<file path="config.mk">
export PLATFORM = sky130hd
export DESIGN_NAME = positional_ordered_list
export DESIGN_NICKNAME = d
export VERILOG_FILES = /design/src/pol_pkg.sv /design/src/pol_ram.sv /design/src/pol_ctrl.sv /design/src/positional_ordered_list.sv
export SDC_FILE = /design/constraint.sdc
export NUM_CORES = 1
export LEC_CHECK = 0
export ABC_AREA = 0
export BUFFER_PORTS_ARGS = -buffer_cell sky130_fd_sc_hd__buf_2
export CAP_MARGIN = 5
export CORE_MARGIN = 10
export CORE_UTILIZATION = 40
export CTS_BUF_LIST = sky130_fd_sc_hd__clkbuf_8
export DETAILED_ROUTE_END_ITERATION = 10
export PLACE_DENSITY = 0.61
export RECOVER_POWER = 50
export SLEW_MARGIN = 25
export SYNTH_ARGS = -nofsm -noshare
export SYNTH_HDL_FRONTEND = slang
export SYNTH_SLANG_ARGS = --single-unit
</file>
<file path="constraint.sdc">
create_clock -name clk -period 9.75 [get_ports clk]
set_clock_uncertainty 0.1 [all_clocks]
set_input_delay 2.4375 -clock clk [delete_from_list [all_inputs] [get_ports clk]]
set_output_delay 2.4375 -clock clk [all_outputs]
set_load 0.05 [all_outputs]
</file>
<file path="src/pol_pkg.sv">
`timescale 1ns / 1ps
// ---------------------------------------------------------------------------
// pol_pkg
// shared widths, action codes and status codes of the ordered list
// ---------------------------------------------------------------------------
package pol_pkg;

  localparam int ACTION_W = 3;
  localparam int VALUE_W  = 32;
  localparam int POS_W    = 6;
  localparam int STATUS_W = 3;

  // action code seven is unused and ignored
  typedef enum logic [ACTION_W-1:0] {
    ACT_INS_FRONT = 3'd0,
    ACT_INS_BACK  = 3'd1,
    ACT_INS_POS   = 3'd2,
    ACT_DEL_FRONT = 3'd3,
    ACT_DEL_BACK  = 3'd4,
    ACT_DEL_POS   = 3'd5,
    ACT_DISPLAY   = 3'd6
  } action_t;

  typedef enum logic [STATUS_W-1:0] {
    ST_OK     = 3'd0,
    ST_BADPOS = 3'd1,
    ST_RANGE  = 3'd2,
    ST_EMPTY  = 3'd3,
    ST_FULL   = 3'd4
  } status_t;

endpackage

</file>
<file path="src/pol_ram.sv">
`timescale 1ns / 1ps
// ---------------------------------------------------------------------------
// pol_ram
// entry memory: one write port, one read port, registered read data
// ---------------------------------------------------------------------------
module pol_ram #(
  parameter int DEPTH = 32,
  parameter int DW    = 32,
  parameter int AW    = 5
) (
  input  logic          clk,
  input  logic          we,
  input  logic [AW-1:0] waddr,
  input  logic [DW-1:0] wdata,
  input  logic          re,
  input  logic [AW-1:0] raddr,
  output logic [DW-1:0] rdata
);

  logic [DW-1:0] mem [DEPTH];
  logic [DW-1:0] rdata_r;

  always_ff @(posedge clk) begin
    if (we) begin
      mem[waddr] <= wdata;
    end
  end

  // read data holds until the next read
  always_ff @(posedge clk) begin
    if (re) begin
      rdata_r <= mem[raddr];
    end
  end

  assign rdata = rdata_r;

endmodule

</file>
<file path="src/pol_ctrl.sv">
`timescale 1ns / 1ps
// ---------------------------------------------------------------------------
// pol_ctrl
// action sequencer: decode, shift entries through the memory, result register
// ---------------------------------------------------------------------------
module pol_ctrl
  import pol_pkg::*;
#(
  parameter int CAPACITY = 32,
  parameter int DW       = 32,
  parameter int AW       = 5,
  parameter int CW       = 6
) (
  input  logic                clk,
  input  logic                rst_n,
  input  logic                in_valid,
  output logic                in_ready,
  input  logic [ACTION_W-1:0] in_action,
  input  logic [VALUE_W-1:0]  in_value,
  input  logic [POS_W-1:0]    in_position,
  output logic                out_valid,
  input  logic                out_ready,
  output logic [STATUS_W-1:0] out_status,
  output logic [VALUE_W-1:0]  out_data,
  output logic                out_last,
  output logic                ram_we,
  output logic [AW-1:0]       ram_waddr,
  output logic [DW-1:0]       ram_wdata,
  output logic                ram_re,
  output logic [AW-1:0]       ram_raddr,
  input  logic [DW-1:0]       ram_rdata
);

  localparam int CMP_W = ((CW > POS_W) ? CW : POS_W) + 2;

  typedef enum logic [2:0] {
    S_IDLE,
    S_INS_SHIFT,
    S_INS_PUT,
    S_DEL_READ,
    S_DEL_SHIFT,
    S_DEL_DONE,
    S_DISP
  } state_t;

  state_t        state_r, state_nxt;
  logic [CW-1:0] count_r, count_nxt;
  logic [AW-1:0] idx_r, idx_nxt;
  logic [AW-1:0] end_r, end_nxt;
  logic [DW-1:0] value_r, value_nxt;

  logic                out_valid_r;
  logic [STATUS_W-1:0] out_status_r;
  logic [VALUE_W-1:0]  out_data_r;
  logic                out_last_r;

  logic                emit;
  status_t             emit_status;
  logic [VALUE_W-1:0]  emit_data;
  logic                emit_last;

  logic                  out_free;
  logic                  accept;
  logic [CMP_W-1:0]      cnt_c, pos_c, idx_c;
  logic                  full, empty, pos_zero;
  logic [AW-1:0]         ins_idx, del_idx, pos_m1;
  logic signed [VALUE_W-1:0] value_s;
  logic signed [DW-1:0]  stored_s;
  logic signed [DW-1:0]  rdata_s, held_s;

  assign out_free = !out_valid_r || out_ready;
  assign in_ready = (state_r == S_IDLE) && out_free;
  assign accept   = in_valid && in_ready;

  assign cnt_c    = CMP_W'(count_r);
  assign pos_c    = CMP_W'(in_position);
  assign idx_c    = CMP_W'(idx_r);
  assign full     = cnt_c >= CMP_W'(CAPACITY);
  assign empty    = (count_r == '0);
  assign pos_zero = (in_position == '0);
  assign pos_m1   = AW'(in_position - POS_W'(1));

  // stored values keep the low DW bits, read back sign-extended
  assign value_s  = in_value;
  assign stored_s = DW'(value_s);
  assign rdata_s  = ram_rdata;
  assign held_s   = value_r;

  always_comb begin
    case (action_t'(in_action))
      ACT_INS_FRONT: ins_idx = '0;
      ACT_INS_BACK:  ins_idx = AW'(count_r);
      default:       ins_idx = pos_m1;
    endcase
    case (action_t'(in_action))
      ACT_DEL_FRONT: del_idx = '0;
      ACT_DEL_BACK:  del_idx = AW'(count_r - CW'(1));
      default:       del_idx = pos_m1;
    endcase
  end

  always_comb begin
    state_nxt   = state_r;
    count_nxt   = count_r;
    idx_nxt     = idx_r;
    end_nxt     = end_r;
    value_nxt   = value_r;
    ram_we      = 1'b0;
    ram_waddr   = idx_r;
    ram_wdata   = ram_rdata;
    ram_re      = 1'b0;
    ram_raddr   = idx_r;
    emit        = 1'b0;
    emit_status = ST_OK;
    emit_data   = '0;
    emit_last   = 1'b1;

    case (state_r)
      S_IDLE: begin
        if (accept) begin
          case (action_t'(in_action))
            ACT_INS_FRONT, ACT_INS_BACK, ACT_INS_POS: begin
              if (full) begin
                emit        = 1'b1;
                emit_status = ST_FULL;
              end else if (action_t'(in_action) == ACT_INS_POS && pos_zero) begin
                emit        = 1'b1;
                emit_status = ST_BADPOS;
              end else if (action_t'(in_action) == ACT_INS_POS &&
                           pos_c > cnt_c + CMP_W'(1)) begin
                emit        = 1'b1;
                emit_status = ST_RANGE;
              end else if (CMP_W'(ins_idx) == cnt_c) begin
                // append: nothing to move
                ram_we    = 1'b1;
                ram_waddr = ins_idx;
                ram_wdata = stored_s;
                count_nxt = count_r + CW'(1);
                emit      = 1'b1;
              end else begin
                value_nxt = stored_s;
                end_nxt   = ins_idx;
                idx_nxt   = AW'(count_r);
                ram_re    = 1'b1;
                ram_raddr = AW'(count_r - CW'(1));
                state_nxt = S_INS_SHIFT;
              end
            end
            ACT_DEL_FRONT, ACT_DEL_BACK, ACT_DEL_POS: begin
              if (empty) begin
                emit        = 1'b1;
                emit_status = ST_EMPTY;
              end else if (action_t'(in_action) == ACT_DEL_POS && pos_zero) begin
                emit        = 1'b1;
                emit_status = ST_BADPOS;
              end else if (action_t'(in_action) == ACT_DEL_POS && pos_c > cnt_c) begin
                emit        = 1'b1;
                emit_status = ST_RANGE;
              end else begin
                ram_re    = 1'b1;
                ram_raddr = del_idx;
                idx_nxt   = del_idx;
                state_nxt = S_DEL_READ;
              end
            end
            ACT_DISPLAY: begin
              if (empty) begin
                emit        = 1'b1;
                emit_status = ST_EMPTY;
              end else begin
                ram_re    = 1'b1;
                ram_raddr = '0;
                idx_nxt   = '0;
                state_nxt = S_DISP;
              end
            end
            default: begin
            end
          endcase
        end
      end

      // move entry idx-1 up to idx, walking down toward the insert slot
      S_INS_SHIFT: begin
        ram_we    = 1'b1;
        ram_waddr = idx_r;
        ram_wdata = ram_rdata;
        if (idx_r - AW'(1) != end_r) begin
          ram_re    = 1'b1;
          ram_raddr = idx_r - AW'(2);
          idx_nxt   = idx_r - AW'(1);
        end else begin
          state_nxt = S_INS_PUT;
        end
      end

      S_INS_PUT: begin
        if (out_free) begin
          ram_we    = 1'b1;
          ram_waddr = end_r;
          ram_wdata = value_r;
          count_nxt = count_r + CW'(1);
          emit      = 1'b1;
          state_nxt = S_IDLE;
        end
      end

      S_DEL_READ: begin
        value_nxt = ram_rdata;
        if (idx_c + CMP_W'(1) < cnt_c) begin
          ram_re    = 1'b1;
          ram_raddr = idx_r + AW'(1);
          state_nxt = S_DEL_SHIFT;
        end else begin
          state_nxt = S_DEL_DONE;
        end
      end

      // move entry idx+1 down to idx, walking toward the tail
      S_DEL_SHIFT: begin
        ram_we    = 1'b1;
        ram_waddr = idx_r;
        ram_wdata = ram_rdata;
        if (idx_c + CMP_W'(2) < cnt_c) begin
          ram_re    = 1'b1;
          ram_raddr = idx_r + AW'(2);
          idx_nxt   = idx_r + AW'(1);
        end else begin
          state_nxt = S_DEL_DONE;
        end
      end

      S_DEL_DONE: begin
        if (out_free) begin
          count_nxt = count_r - CW'(1);
          emit      = 1'b1;
          emit_data = VALUE_W'(held_s);
          state_nxt = S_IDLE;
        end
      end

      S_DISP: begin
        if (out_free) begin
          emit      = 1'b1;
          emit_data = VALUE_W'(rdata_s);
          emit_last = (idx_c + CMP_W'(1) == cnt_c);
          if (idx_c + CMP_W'(1) == cnt_c) begin
            state_nxt = S_IDLE;
          end else begin
            ram_re    = 1'b1;
            ram_raddr = idx_r + AW'(1);
            idx_nxt   = idx_r + AW'(1);
          end
        end
      end

      default: begin
        state_nxt = S_IDLE;
      end
    endcase
  end

  always_ff @(posedge clk) begin
    if (!rst_n) begin
      state_r     <= S_IDLE;
      count_r     <= '0;
      out_valid_r <= 1'b0;
    end else begin
      state_r <= state_nxt;
      count_r <= count_nxt;
      if (emit) begin
        out_valid_r <= 1'b1;
      end else if (out_ready) begin
        out_valid_r <= 1'b0;
      end
    end
    idx_r   <= idx_nxt;
    end_r   <= end_nxt;
    value_r <= value_nxt;
    if (emit) begin
      out_status_r <= emit_status;
      out_data_r   <= emit_data;
      out_last_r   <= emit_last;
    end
  end

  assign out_valid  = out_valid_r;
  assign out_status = out_status_r;
  assign out_data   = out_data_r;
  assign out_last   = out_last_r;

endmodule

</file>
<file path="src/positional_ordered_list.sv">
`timescale 1ns / 1ps
// ---------------------------------------------------------------------------
// positional_ordered_list
// bounded ordered list of signed values with positional insert and delete
// ---------------------------------------------------------------------------
// The list lives in one entry memory (CAPACITY words of DATA_WIDTH bits,
// one write and one read port, registered read data) next to a count
// register. An insert at the tail, and any item that ends in an error
// status, is answered straight from the idle state. An insert at 0-based
// slot k of a list of n entries moves the n-k entries above it one slot
// up, one per cycle; a delete of slot k moves the n-k-1 entries above it
// down. Display streams n beats at one per cycle while the receiver is
// ready (one empty beat for an empty list). The single write port of the
// entry memory sets the pace of the shifts. Reads and writes of a shift
// always touch different slots, so no forwarding is needed. No clearing
// pass follows reset: only slots below the count are ever read. A new
// input beat is taken only when the output register is empty or its beat
// leaves in the same cycle.
// ---------------------------------------------------------------------------
module positional_ordered_list
  import pol_pkg::*;
#(
  parameter int CAPACITY   = 32,
  parameter int DATA_WIDTH = 32
) (
  input  logic        clk,
  input  logic        rst_n,
  // input channel
  input  logic        in_tvalid,
  output logic        in_tready,
  input  logic [39:0] in_tdata,   // [31:0] value, [37:32] position, [39:38] zero
  input  logic [2:0]  in_tuser,   // [2:0] action
  // result channel
  output logic        out_tvalid,
  input  logic        out_tready,
  output logic [31:0] out_tdata,  // [31:0] data_out
  output logic [2:0]  out_tuser,  // [2:0] status
  output logic        out_tlast   // last beat of this item
);

  // address and count widths follow the capacity
  localparam int AW = (CAPACITY > 1) ? $clog2(CAPACITY) : 1;
  localparam int CW = $clog2(CAPACITY + 1);

  logic                  ram_we;
  logic [AW-1:0]         ram_waddr;
  logic [DATA_WIDTH-1:0] ram_wdata;
  logic                  ram_re;
  logic [AW-1:0]         ram_raddr;
  logic [DATA_WIDTH-1:0] ram_rdata;

  // sequencer: decode, shift loops and the output register
  pol_ctrl #(
    .CAPACITY (CAPACITY),
    .DW       (DATA_WIDTH),
    .AW       (AW),
    .CW       (CW)
  ) u_ctrl (
    .clk         (clk),
    .rst_n       (rst_n),
    .in_valid    (in_tvalid),
    .in_ready    (in_tready),
    .in_action   (in_tuser),
    .in_value    (in_tdata[31:0]),
    .in_position (in_tdata[37:32]),
    .out_valid   (out_tvalid),
    .out_ready   (out_tready),
    .out_status  (out_tuser),
    .out_data    (out_tdata),
    .out_last    (out_tlast),
    .ram_we      (ram_we),
    .ram_waddr   (ram_waddr),
    .ram_wdata   (ram_wdata),
    .ram_re      (ram_re),
    .ram_raddr   (ram_raddr),
    .ram_rdata   (ram_rdata)
  );

  // entry memory, list order equals slot order
  pol_ram #(
    .DEPTH (CAPACITY),
    .DW    (DATA_WIDTH),
    .AW    (AW)
  ) u_ram (
    .clk   (clk),
    .we    (ram_we),
    .waddr (ram_waddr),
    .wdata (ram_wdata),
    .re    (ram_re),
    .raddr (ram_raddr),
    .rdata (ram_rdata)
  );

endmodule

</file>
---- Word-level counts from Yosys, hierarchy flattened ----
Memories as Yosys holds them, arrays and structs flattened. A register that Yosys moved wholly into a read port is not among the register bits.
Index checks and enable logic that the tools add are counted.
Widths: inputs -> output; s select.
storage, ports and cells
  register bits ........................... 88
  bits in writable memories ............... 1024
  input bits .............................. 47
  output and inout port bits .............. 38
  word-level logic and storage cells ...... 222
  memories kept ........................... 1
operators by class
  $add $sub $neg .......................... 10
  magnitude comparators ................... 5
  eq/ne operators ......................... 40
  muxes and demuxes ....................... 125
  bitwise gates (word level) .............. 4
  reduce and logical (&&, ||, !) cells .... 28
memory list
  memory     words  bits a word  rd ports  clocked after Yosys merged registers in  wr ports  RTL line       text
  u_ram.mem  32     32           1         1                                        1         pol_ram.sv:20  logic [DW-1:0] mem [DEPTH];
operators with widths
  kind                 number
  $mux 32              15
  $pmux 32 s2          3
  $mux 5               28
  $mux 3               18
  $mux 6               8
  $mux 1               34
  $pmux 5 s2           3
  $pmux 5 s3           2
  $pmux 5 s5           1
  $ne 3x3->1 const B   8
  $pmux 5 s4           1
  $eq 3x3->1 const B   6
  $pmux 3 s3           2
  $pmux 3 s6           1
  $pmux 6 s3           1
  $reduce_and 9->1     2
  $lt 8x6->1           2
  $ne 2x1->1 const B   8
  $ne 2x2->1 const B   8
  $reduce_and 15->1    1
  $reduce_and 7->1     2
  $eq 3x2->1 const B   4
  $logic_not 6->1      2
  $sub 5x1->5 const B  2
  31 further kinds     50

---- Depth between registers and ports, before layout ----
Gate-level depths: netlist of run 1.
  depth after elaboration ................. 12
  mapped depth ............................ 19
  gate-level depth less buffers ........... 15

---- By module ----
From an unflattened synthesis of run 1, not the netlist that was laid out.
second synthesis, totals
  cells, all modules ...................... 3190
  area total of the unflattened synthesis .. 48261.3 um2
by module, submodules not included
  module    times used  cells each  area an instance (um2)  sequential area each (um2)
  pol_ram   1           2260        40812.9                 31710.4
  pol_ctrl  1           930         7448.4                  2542.4

---- Worst setup path after synthesis of run 1 ----
No wires, ideal clock.
  path type ............................... input -> register
  start ................................... in in_tdata[32]
  end ..................................... reg u_ctrl.out_data_r[0], in the netlist u_ctrl.out_data[0] (enable)
  setup time .............................. 482 ps
  arrival time ............................ 6745 ps
  required time ........................... 9168 ps
  path slack .............................. 2423 ps
  stages .................................. 9
  buffers on the path ..................... 0
  path through ............................ inv_1 -> ha_1 -> or3b_1 -> nand3_1 -> o2111ai_1 -> o32ai_4 -> or2_2 -> a21oi_1 -> o21ai_0
between the ends
  cells in the longest elaborated chain, start to end .. 10
  elaborated cells between the ends (all ways) .. 20
  classes of those cells .................. add/sub (1); order compare (2); eq/ne (1); mux (11); reduce/logical (5)
RTL lines
  what                  RTL line                       text
  start, declared       positional_ordered_list.sv:31  input logic [39:0] in_tdata,
  $sub 5x1->5           pol_ctrl.sv:81                 assign pos_m1 = AW'(in_position - POS_W'(1));
  $pmux 5 s2            pol_ctrl.sv:90                 case (action_t'(in_action))
  $eq 5x6->1            pol_ctrl.sv:133                end else if (CMP_W'(ins_idx) == cnt_c) begin
  $mux 1                pol_ctrl.sv:133
  $mux 1                pol_ctrl.sv:129                end else if (action_t'(in_action) == ACT_INS_POS &&
  $mux 1                pol_ctrl.sv:126                end else if (action_t'(in_action) == ACT_INS_POS && pos_zero) begin
  $mux 1                pol_ctrl.sv:123                if (full) begin
  $pmux 1 s3 (*)        pol_ctrl.sv:121                case (action_t'(in_action))
  $mux 1 (*)            pol_ctrl.sv:120                if (accept) begin
  $pmux 1 s2 (*)        pol_ctrl.sv:118                case (state_r)
  via u_ctrl.emit       pol_ctrl.sv:57                 logic emit;
  end signal, assigned  pol_ctrl.sv:282                out_data_r <= emit_data;
  end, declared         pol_ctrl.sv:54                 logic [VALUE_W-1:0] out_data_r;
Mark *: on every way through the listed nets, which the timed path passes. The rest lies on a longest branch.
A chain may end at the register's enable or synchronous reset.

---- Final worst setup path of run 1 ----
  start ................................... in in_tdata[32]
  end ..................................... mem u_ram.mem[14][21] (data pin)
between the ends
  cells in the longest elaborated chain, start to end .. 10
  elaborated cells between the ends (all ways) .. 14
  classes of those cells .................. add/sub (1); order compare (1); eq/ne (1); mux (8); reduce/logical (3)
RTL lines
  what               RTL line                       text
  $sub 5x1->5        pol_ctrl.sv:81
  $pmux 5 s2         pol_ctrl.sv:90
  $eq 5x6->1         pol_ctrl.sv:133
  $mux 32            pol_ctrl.sv:133
  $mux 32            pol_ctrl.sv:129
  $mux 32 (*)        pol_ctrl.sv:126
  $mux 32 (*)        pol_ctrl.sv:123
  $mux 32 (*)        pol_ctrl.sv:121
  $mux 32 (*)        pol_ctrl.sv:120
  $pmux 32 s2 (*)    pol_ctrl.sv:118
  via ram_wdata[21]  positional_ordered_list.sv:47  logic [DATA_WIDTH-1:0] ram_wdata;
  end, declared      pol_ram.sv:20
Marks and branches as above.

==> results of run 1 <==
[stage by stage]
stage	hold slack (ns)	std cells	area [µm²]	worst slack (ns)	utilization, %
floorplan	0.458	3806	48700	2.42	-
global placement	0.484	5322	51300	1.81	42.6
detailed placement	0.492	5323	51400	1.71	42.6
CTS	0.500	5652	54700	2.56	45.4
global route	0.542	5653	54600	1.17	45.3
finish	0.510	5654	54600	1.44	45.3
[placed cells by master, fill, tap and decap left out, types with 8 or more instances in the layout]
master	synthesis	final
sky130_fd_sc_hd__inv_1	18	82
sky130_fd_sc_hd__clkbuf_1	177	49
sky130_fd_sc_hd__o211ai_1	9	9
sky130_fd_sc_hd__dfxtp_1	10	10
sky130_fd_sc_hd__nor2_4	0	36
sky130_fd_sc_hd__a22o_1	35	35
sky130_fd_sc_hd__nor3_1	17	17
sky130_fd_sc_hd__a311oi_1	31	31
sky130_fd_sc_hd__edfxtp_1	1134	1134
sky130_fd_sc_hd__clkbuf_8	0	188
sky130_fd_sc_hd__a21oi_1	254	254
sky130_fd_sc_hd__and3_1	101	101
sky130_fd_sc_hd__a2bb2oi_1	34	34
sky130_fd_sc_hd__ha_1	37	36
sky130_fd_sc_hd__clkinv_2	0	11
sky130_fd_sc_hd__o21a_1	9	9
sky130_fd_sc_hd__clkinv_1	3	52
sky130_fd_sc_hd__buf_2	72	41
sky130_fd_sc_hd__nand4b_1	32	32
sky130_fd_sc_hd__a31o_2	10	8
sky130_fd_sc_hd__a22oi_1	70	71
sky130_fd_sc_hd__nand3_1	88	87
sky130_fd_sc_hd__nor2b_1	9	9
sky130_fd_sc_hd__mux2i_1	75	75
sky130_fd_sc_hd__xnor2_1	30	30
sky130_fd_sc_hd__buf_4	1	62
sky130_fd_sc_hd__a31oi_1	72	72
sky130_fd_sc_hd__buf_12	0	20
sky130_fd_sc_hd__o21ai_0	117	116
sky130_fd_sc_hd__a211oi_1	104	104
sky130_fd_sc_hd__a32oi_1	67	67
sky130_fd_sc_hd__o21ai_1	11	9
sky130_fd_sc_hd__nand2_1	924	922
sky130_fd_sc_hd__nor2_1	122	86
[cells in the mapped netlist (9+ instances only)]
cell type	number
sky130_fd_sc_hd__edfxtp_1	1134
sky130_fd_sc_hd__nand2_1	924
sky130_fd_sc_hd__a21oi_1	254
sky130_fd_sc_hd__clkbuf_1	177
sky130_fd_sc_hd__nor2_1	122
sky130_fd_sc_hd__o21ai_0	117
sky130_fd_sc_hd__a211oi_1	104
sky130_fd_sc_hd__and3_1	101
sky130_fd_sc_hd__nand3_1	88
sky130_fd_sc_hd__mux2i_1	75
sky130_fd_sc_hd__a31oi_1	72
sky130_fd_sc_hd__buf_2	72
sky130_fd_sc_hd__a22oi_1	70
sky130_fd_sc_hd__a32oi_1	67
sky130_fd_sc_hd__ha_1	37
sky130_fd_sc_hd__a22o_1	35
sky130_fd_sc_hd__a2bb2oi_1	34
sky130_fd_sc_hd__nand4b_1	32
sky130_fd_sc_hd__a311oi_1	31
sky130_fd_sc_hd__xnor2_1	30
sky130_fd_sc_hd__inv_1	18
sky130_fd_sc_hd__buf_1	17
sky130_fd_sc_hd__nor3_1	17
sky130_fd_sc_hd__and2_1	11
sky130_fd_sc_hd__o21ai_1	11
sky130_fd_sc_hd__a31o_2	10
sky130_fd_sc_hd__dfxtp_1	10
sky130_fd_sc_hd__nor2b_1	9
sky130_fd_sc_hd__o211ai_1	9
sky130_fd_sc_hd__o21a_1	9
[critical path: cells and delay by family]
| kind | cells | cell delay (ns) |
|---|---|---|
| AND/OR/NAND/NOR | 4 | 1.52 |
| buffers and inverters | 4 | 2.84 |
| AO/OA/AOI/OAI | 4 | 1.45 |
| adder cells (fa/ha/maj) | 1 | 0.31 |
[final cells by class]
type                    instances  area share, %
flip-flops and latches       1144           62.8
multi-input cells            2372           24.9
clock buffers                 188           4.74
clock inverters               141           1.38
inverters                      22          0.151
repair buffers                173           2.33
well taps                    1612           3.70
diodes                          2        0.00917
[kinds of logic (layout without fill, tap and decap cells)]
| kind of cell | after synthesis | count (layout) |
|---|---|---|
| xor+xnor | 37 | 37 |
| flops | 1144 | 1144 |
| mux | 76 | 76 |
| other cells | 0 | 2 |
| fa+ha+maj | 37 | 37 |
| compound gates | 876 | 876 |
| simple gates | 1346 | 1346 |
| buf+inv | 290 | 524 |
[registers in the layout, indices dropped and copies added (netlist names)]
name,count
u_ram.rdata,32
u_ctrl.count_r,6
u_ctrl.held_s,32
u_ctrl.out_status,3
u_ctrl.end_r,5
u_ram.mem,1024
u_ctrl.state_r,3
u_ctrl.idx_r,5
u_ctrl.out_last,1
u_ctrl.out_valid,1
u_ctrl.out_data,32
[worst max-delay path by stage]
stage | start | to | slack [ns]
final | in_tdata[32] | u_ram.mem[14][21] | 1.44
after global routing | in_tdata[32] | u_ram.mem[27][21] | 1.17
after CTS | in_tdata[36] | u_ram.rdata[0] | 2.56
after detailed placement | in_tdata[36] | u_ram.rdata[0] | 1.71
after global placement | in_tdata[36] | u_ram.rdata[0] | 1.81
after floorplan | in_tdata[32] | u_ctrl.out_data[0] | 2.42
[metal layers]
metal  vias to the layer above  GRT usage (%)  wire [µm]
met5                         -              0          0
met3                       262           4.38      12000
met2                      1439           31.8      65800
met1                     16400           27.9      61200
li1                      14600              -          -
met4                         0           6.90       4360
==> out/qor.tcl, run 1 <==
set qor(worst_slew_margin_rel_pct) -120
set qor(die-width_um) 369
set qor(synthMuxAreaShare_pct) 1.56
set qor(cts.sinks) 1144
set qor(slew_viol_final) 267
set qor(report.final.hold_viol_count) 0
set qor(period_minus_slack_ns) 8.31
set qor(post_synth_fa_ha_maj_area_fraction_pct) 0.951
set qor(start_to_end_type_of_the_worst_setup_path) {in -> reg}
set qor(regToRegSetupSlack_ns) 2.39
set qor(routed-via-count) 32700
set qor(crit_path_max_incr_delay_ns) 1.34
set qor(maxClockFrequency_mhz) 120
set qor(async_flop_share_pct) 0
set qor(synth-warning-count) 0
set qor(setup_viol_count_final) 0
set qor(clock_insertion_delay_worst_skew_ns) 0.86
set qor(ctsLongestPathBuffers) 3
set qor(grt.total_usage_pct) 20.3
set qor(synth_edf_count) 1134
set qor(synth-seq-area-share_pct) 70.3
set qor(tritoncts_clock_tree) {done}
set qor(synth_largest_area_cell) {sky130_fd_sc_hd__edfxtp_1}
set qor(fp.dieArea_um2) 136000
set qor(synth_largest_type_area_fraction_pct) 69.9
set qor(drtIter0Drc) 3932
set qor(synthSimpleGateAreaFrac_pct) 11.9
set qor(synth_xor_xnor_area_share_pct) 0.694
set qor(area_of_the_multi_input_gates_um2) 13600
set qor(io_pins) 85
set qor(globalRouteOverflowTotal) 0
set qor(grt_antenna_before_repair) 1
set qor(port-buffer-count) 82
set qor(tightest_pin_transition_ns) 3.31
set qor(synth_compound_area_share_pct) 12.1
set qor(result_of_the_run) {complete, but fails checks}
set qor(cell_types_occupying_the_most_area_after_synthesis) {sky130_fd_sc_hd__edfxtp_1, sky130_fd_sc_hd__nand2_1, sky130_fd_sc_hd__a21oi_1}
set qor(rsz_0062_raised_after_global_routing) {false}
set qor(postSynthNetCount) 3890
set qor(dp_hpwl_mm) 81.1
set qor(synth_flop_cell) {sky130_fd_sc_hd__edfxtp_1}
set qor(die_height_um) 369
set qor(rr_endpoint) {u_ram.rdata[21]}
set qor(grt_max_degree) 167
set qor(avgSynthCellArea_um2) 12.8
set qor(cts_post_setup_buffers_inserted) 0
set qor(core_um2) 120000
set qor(startpoint_class) {input pin}
set qor(place.gp.congestion) 0.890
set qor(worst_ep_required_time_ns) 10.04
set qor(cts-htree-levels) 4
set qor(layout.filler_cells) 11000
set qor(synthesis.instances) 3806
set qor(timing.critical_path.slowest_stage_cell) {sky130_fd_sc_hd__clkbuf_1}
set qor(grt_first_pass_wirelength_mm) 209
set qor(post_drt_via_cell_ratio) 5.78
set qor(cts_buf_count) 186
set qor(netlist_area_um2) 48700
set qor(cts_hold_repair.buffers) 0
set qor(floorplan.rows) 127
set qor(maximum_net_fanout_on_the_critical_path) 32
set qor(reg2reg_depth) 13
set qor(fin_tns_setup_ns) 0
set qor(combinational_family_with_the_most_area_after_synthesis) {compound AO/OA/AOI/OAI gates}
set qor(holdCritPathClass) {reg -> reg}
set qor(timing.final.crit_share_pct) 85.2
set qor(timing.hold.worst_path_depth) 2
set qor(drive_gt1_share_pct) 10.1
set qor(endpoint_kind) {flop}
set qor(cell_occurring_most_often_along_the_worst_timing_path) {sky130_fd_sc_hd__clkbuf_1}
set qor(start_util_pct) 40.4
set qor(critPathArrivalTime_ns) 8.60
set qor(ys_seq_elements) 1144
set qor(avgRoutedWirePerCell_um) 25.4
set qor(first_pass_iters) 5
set qor(via_count_of_the_first_global_routing_pass) 31000
set qor(drc_errors) 0
set qor(synth.distinct_cells) 81
set qor(root_buffer) {sky130_fd_sc_hd__clkbuf_8}
set qor(num-nets-final) 3983
set qor(syn2layout_area_growth_pct) 12.0
set qor(worst_hold_path.endpoint) {u_ctrl.held_s[7]}
set qor(startpoint_of_the_most_critical_hold_path) {u_ram.rdata[7]}
set qor(clkSlewWorstSetupHoldPaths_ns) 0.06
set qor(regArea_um2) 34300
set qor(route.final.wire_length_mm) 143
set qor(timing.critical_path.cells) {clkbuf_1, inv_1, ha_1, or3b_1, nand3_1, o2111ai_1, o32ai_1, and3b_1, clkbuf_1, nand2_1, o21ai_0, a22o_1, clkbuf_1}
set qor(drt.antenna.violating_nets) 0
set qor(cts_repair_resized_insts) 0
set qor(violated_checks) {capacitance limit, slew limit}
set qor(crit_reg_reg_startpoint) {u_ctrl.state_r[1]}
set qor(max_cap_violations) 8
Power of run 1 is not shown: default switching activity piles up to over one toggle a cycle in this logic, so the estimate is an artifact.
==> inputs of run 2 (changes only) <==
--- a/config.mk
+++ b/config.mk
@@ -8,13 +8,16 @@
 export ABC_AREA = 0
 export BUFFER_PORTS_ARGS = -buffer_cell sky130_fd_sc_hd__buf_2
 export CAP_MARGIN = 5
+export CELL_PAD_IN_SITES_DETAIL_PLACEMENT = 0
+export CELL_PAD_IN_SITES_GLOBAL_PLACEMENT = 2
 export CORE_MARGIN = 10
 export CORE_UTILIZATION = 40
 export CTS_BUF_LIST = sky130_fd_sc_hd__clkbuf_8
 export DETAILED_ROUTE_END_ITERATION = 10
-export PLACE_DENSITY = 0.61
+export PLACE_DENSITY = 0.76
 export RECOVER_POWER = 50
 export SLEW_MARGIN = 25
 export SYNTH_ARGS = -nofsm -noshare
 export SYNTH_HDL_FRONTEND = slang
+export SYNTH_HIERARCHICAL = 1
 export SYNTH_SLANG_ARGS = --single-unit
==> run 2 against run 1 <==
  * Wire length down 5.8%
  * The flow still finishes with violations (capacitance limit, slew limit)
  * Via count shrank 12%
  * Cell count down 9.1%
  * Non-clock buffer count grew 23
  * Worst setup slack worse by 0.024 ns
  * Global-route usage decreased by 0.93 points
  * Critical path depth did not move
  * Largest cell class unchanged
  * Count of clock-buffer cells in the layout is 2 higher
  * Critical path type unchanged
  * Worst hold slack better by 0.0037 ns
  * Design area rose by 0.13%
==> out/qor.tcl, run 2 <==
set qor(async_flop_share_pct) 0
set qor(design_area_um2) 54600
set qor(cts.sinks) 1144
set qor(start_to_end_type_of_the_worst_setup_path) {in -> reg}
set qor(ctsLongestPathBuffers) 3
set qor(synth.most_common_cell) {sky130_fd_sc_hd__edfxtp_1}
set qor(clkSlewWorstSetupHoldPaths_ns) 0.06
set qor(synth_common_cells) {sky130_fd_sc_hd__edfxtp_1, sky130_fd_sc_hd__mux2i_1, sky130_fd_sc_hd__nand2_1}
set qor(netlist_area_um2) 48300
set qor(slew_viol_final) 381
set qor(grt.total_usage_pct) 19.4
set qor(synth_edf_count) 1134
set qor(first_pass_iters) 5
set qor(root_buffer) {sky130_fd_sc_hd__clkbuf_8}
set qor(max_cap_violations) 13
set qor(drive_gt1_share_pct) 12.8
set qor(critPathArrivalTime_ns) 8.74
set qor(io_pins) 85
set qor(drtIter0Drc) 2570
set qor(grt_first_pass_wirelength_mm) 195
set qor(timing.final.ws_setup_ns) 1.42
set qor(setup_ws_pre_cts_ns) 1.83
set qor(clock_insertion_delay_worst_skew_ns) 0.87
set qor(startpoint_class) {input pin}
set qor(globalRouteOverflowTotal) 0
set qor(cts_buf_count) 187
set qor(post_drt_via_cell_ratio) 5.60
set qor(synth.distinct_cells) 78
set qor(die-width_um) 367
set qor(port-buffer-count) 82
set qor(synth-seq-area-share_pct) 71.0
set qor(dp_hpwl_mm) 79.8
set qor(placed_cell_area_um2) 51400
set qor(m1WireLength_mm) 60.3
set qor(cell_types_occupying_the_most_area_after_synthesis) {sky130_fd_sc_hd__edfxtp_1, sky130_fd_sc_hd__mux2i_1, sky130_fd_sc_hd__nand2_1}
set qor(routed-via-count) 28800
set qor(drc_errors) 0
set qor(routed-wl-met2_mm) 62.9
set qor(mostFrequentLayoutCell) {sky130_fd_sc_hd__edfxtp_1}
set qor(maximum_net_fanout_on_the_critical_path) 18
set qor(postSynthNetCount) 3274
set qor(avgRoutedWirePerCell_um) 26.3
set qor(timing.final.crit_share_pct) 85.5
set qor(violated_checks) {capacitance limit, slew limit}
set qor(start_util_pct) 40.3
set qor(ys_seq_elements) 1144
set qor(core_um2) 120000
set qor(floorplan.rows) 127
set qor(worst_slew_margin_rel_pct) -93.4
set qor(drt.antenna.violating_nets) 0
set qor(synth_largest_area_cell) {sky130_fd_sc_hd__edfxtp_1}
set qor(rsz_0062_raised_after_global_routing) {false}
set qor(die_height_um) 367
set qor(maxClockFrequency_mhz) 120
set qor(grt_max_degree) 104
set qor(fin_tns_setup_ns) 0
set qor(syn2layout_area_growth_pct) 13.2
set qor(largest-register) {u_ram/mem}
set qor(route.final.wire_length_mm) 135
set qor(worst_ep_required_time_ns) 10.16
set qor(via_count_of_the_first_global_routing_pass) 28100
set qor(dr_wl_met3_mm) 8.83
set qor(setup_viol_count_final) 0
set qor(place.gp.congestion) 0.829
set qor(holdCritPathClass) {reg -> reg}
set qor(cts_repair_resized_insts) 0
set qor(endpoint_kind) {flop}
set qor(cts-htree-levels) 4
set qor(synth_flop_cell) {sky130_fd_sc_hd__edfxtp_1}
set qor(dr.max_layer_used) {met5}
set qor(avgSynthCellArea_um2) 15.1
set qor(tightest_pin_transition_ns) 2.90
set qor(mostFrequentLayoutCells) {sky130_fd_sc_hd__edfxtp_1, sky130_fd_sc_hd__mux2i_1, sky130_fd_sc_hd__nand2_1, sky130_fd_sc_hd__a21oi_1, sky130_fd_sc_hd__clkbuf_8}
set qor(grt_antenna_before_repair) 3
set qor(timing.hold.ws_ns) 0.514
set qor(synth_largest_type_area_fraction_pct) 70.6
set qor(period_minus_slack_ns) 8.33
set qor(fp.dieArea_um2) 135000
set qor(cts_hold_repair.buffers) 0
set qor(tritoncts_clock_tree) {done}
set qor(cts_post_setup_buffers_inserted) 0
set qor(result_of_the_run) {complete, but fails checks}
set qor(synth-warning-count) 6
set qor(largest_register_ff_count) 1024
set qor(num-nets-final) 3465
set qor(report.final.hold_viol_count) 0
set qor(synthesis.instances) 3190
-- run 2: cell count changes in the layout (fill, tap and decap cells not counted), moves of 32 or more --
cell and change:
sky130_fd_sc_hd__a211oi_1 -100, sky130_fd_sc_hd__a21oi_1 -51, sky130_fd_sc_hd__a22oi_1 +63, sky130_fd_sc_hd__a2bb2oi_1 -33, sky130_fd_sc_hd__a32oi_1 -65, sky130_fd_sc_hd__and3_1 -95
sky130_fd_sc_hd__mux2i_1 +447, sky130_fd_sc_hd__nand2_1 -623, sky130_fd_sc_hd__nor3_1 +32, sky130_fd_sc_hd__o21ai_0 -90
-- run 2: worst paths after layout --
check / from / to / slack, ns / cells after the start
max: in_tdata[32] / u_ram/mem[16][14] / 1.42 / 13
min: u_ctrl/held_s[30] / u_ctrl/out_data[30] / 0.51 / 2
max reg2reg: u_ctrl/state_r[0] / u_ram/rdata[21] / 1.88 / 5
min reg2reg: u_ctrl/held_s[30] / u_ctrl/out_data[30] / 0.51 / 2
-- run 2: layer usage --
metal,track usage (%),vias up
met2,30.9,1014
met1,27.0,14800
met4,5.25,2
met5,0,-
met3,3.76,197
li1,-,12800
-- run 2: cell families after synthesis --
group	synth area share (%)
buffers and inverters	2.36
adders and majority gates	0.959
muxes	10.8
xor gates and xnor gates	0.638
DFF	71.0
and+or+nand+nor	6.03
AOI/OAI and AO/OA	8.21
-- run 2: layout make-up --
cell class	count	area [µm²]
antenna	2	5.00
clock buffer	190	2620
clock inverter	145	746
fill	10700	65200
inverter	25	93.8
multi-input combinational	1827	13500
sequential	1144	34300
tap	1612	2020
timing repair buffer	196	1390
-- run 2: critical path, stage by stage --
cell and delay [ns]:
sky130_fd_sc_hd__clkbuf_1 0.19, sky130_fd_sc_hd__inv_1 0.16, sky130_fd_sc_hd__ha_1 0.19, sky130_fd_sc_hd__nor3b_1 0.71, sky130_fd_sc_hd__o32ai_1 0.20, sky130_fd_sc_hd__a21oi_1 0.20, sky130_fd_sc_hd__nand3_1 0.19, sky130_fd_sc_hd__nor3_1 1.67
sky130_fd_sc_hd__buf_4 0.45, sky130_fd_sc_hd__or3_1 0.21, sky130_fd_sc_hd__or3b_1 0.69, sky130_fd_sc_hd__nor2_4 0.91, sky130_fd_sc_hd__buf_4 0.47
-- run 2: stage by stage --
step,instances,util (%)
floorplan,3190,-
global placement,4799,42.7
detailed placement,4803,42.9
CTS,5138,45.7
global route,5140,45.6
finish,5141,45.6
Power of run 2 is left out for the same reason.
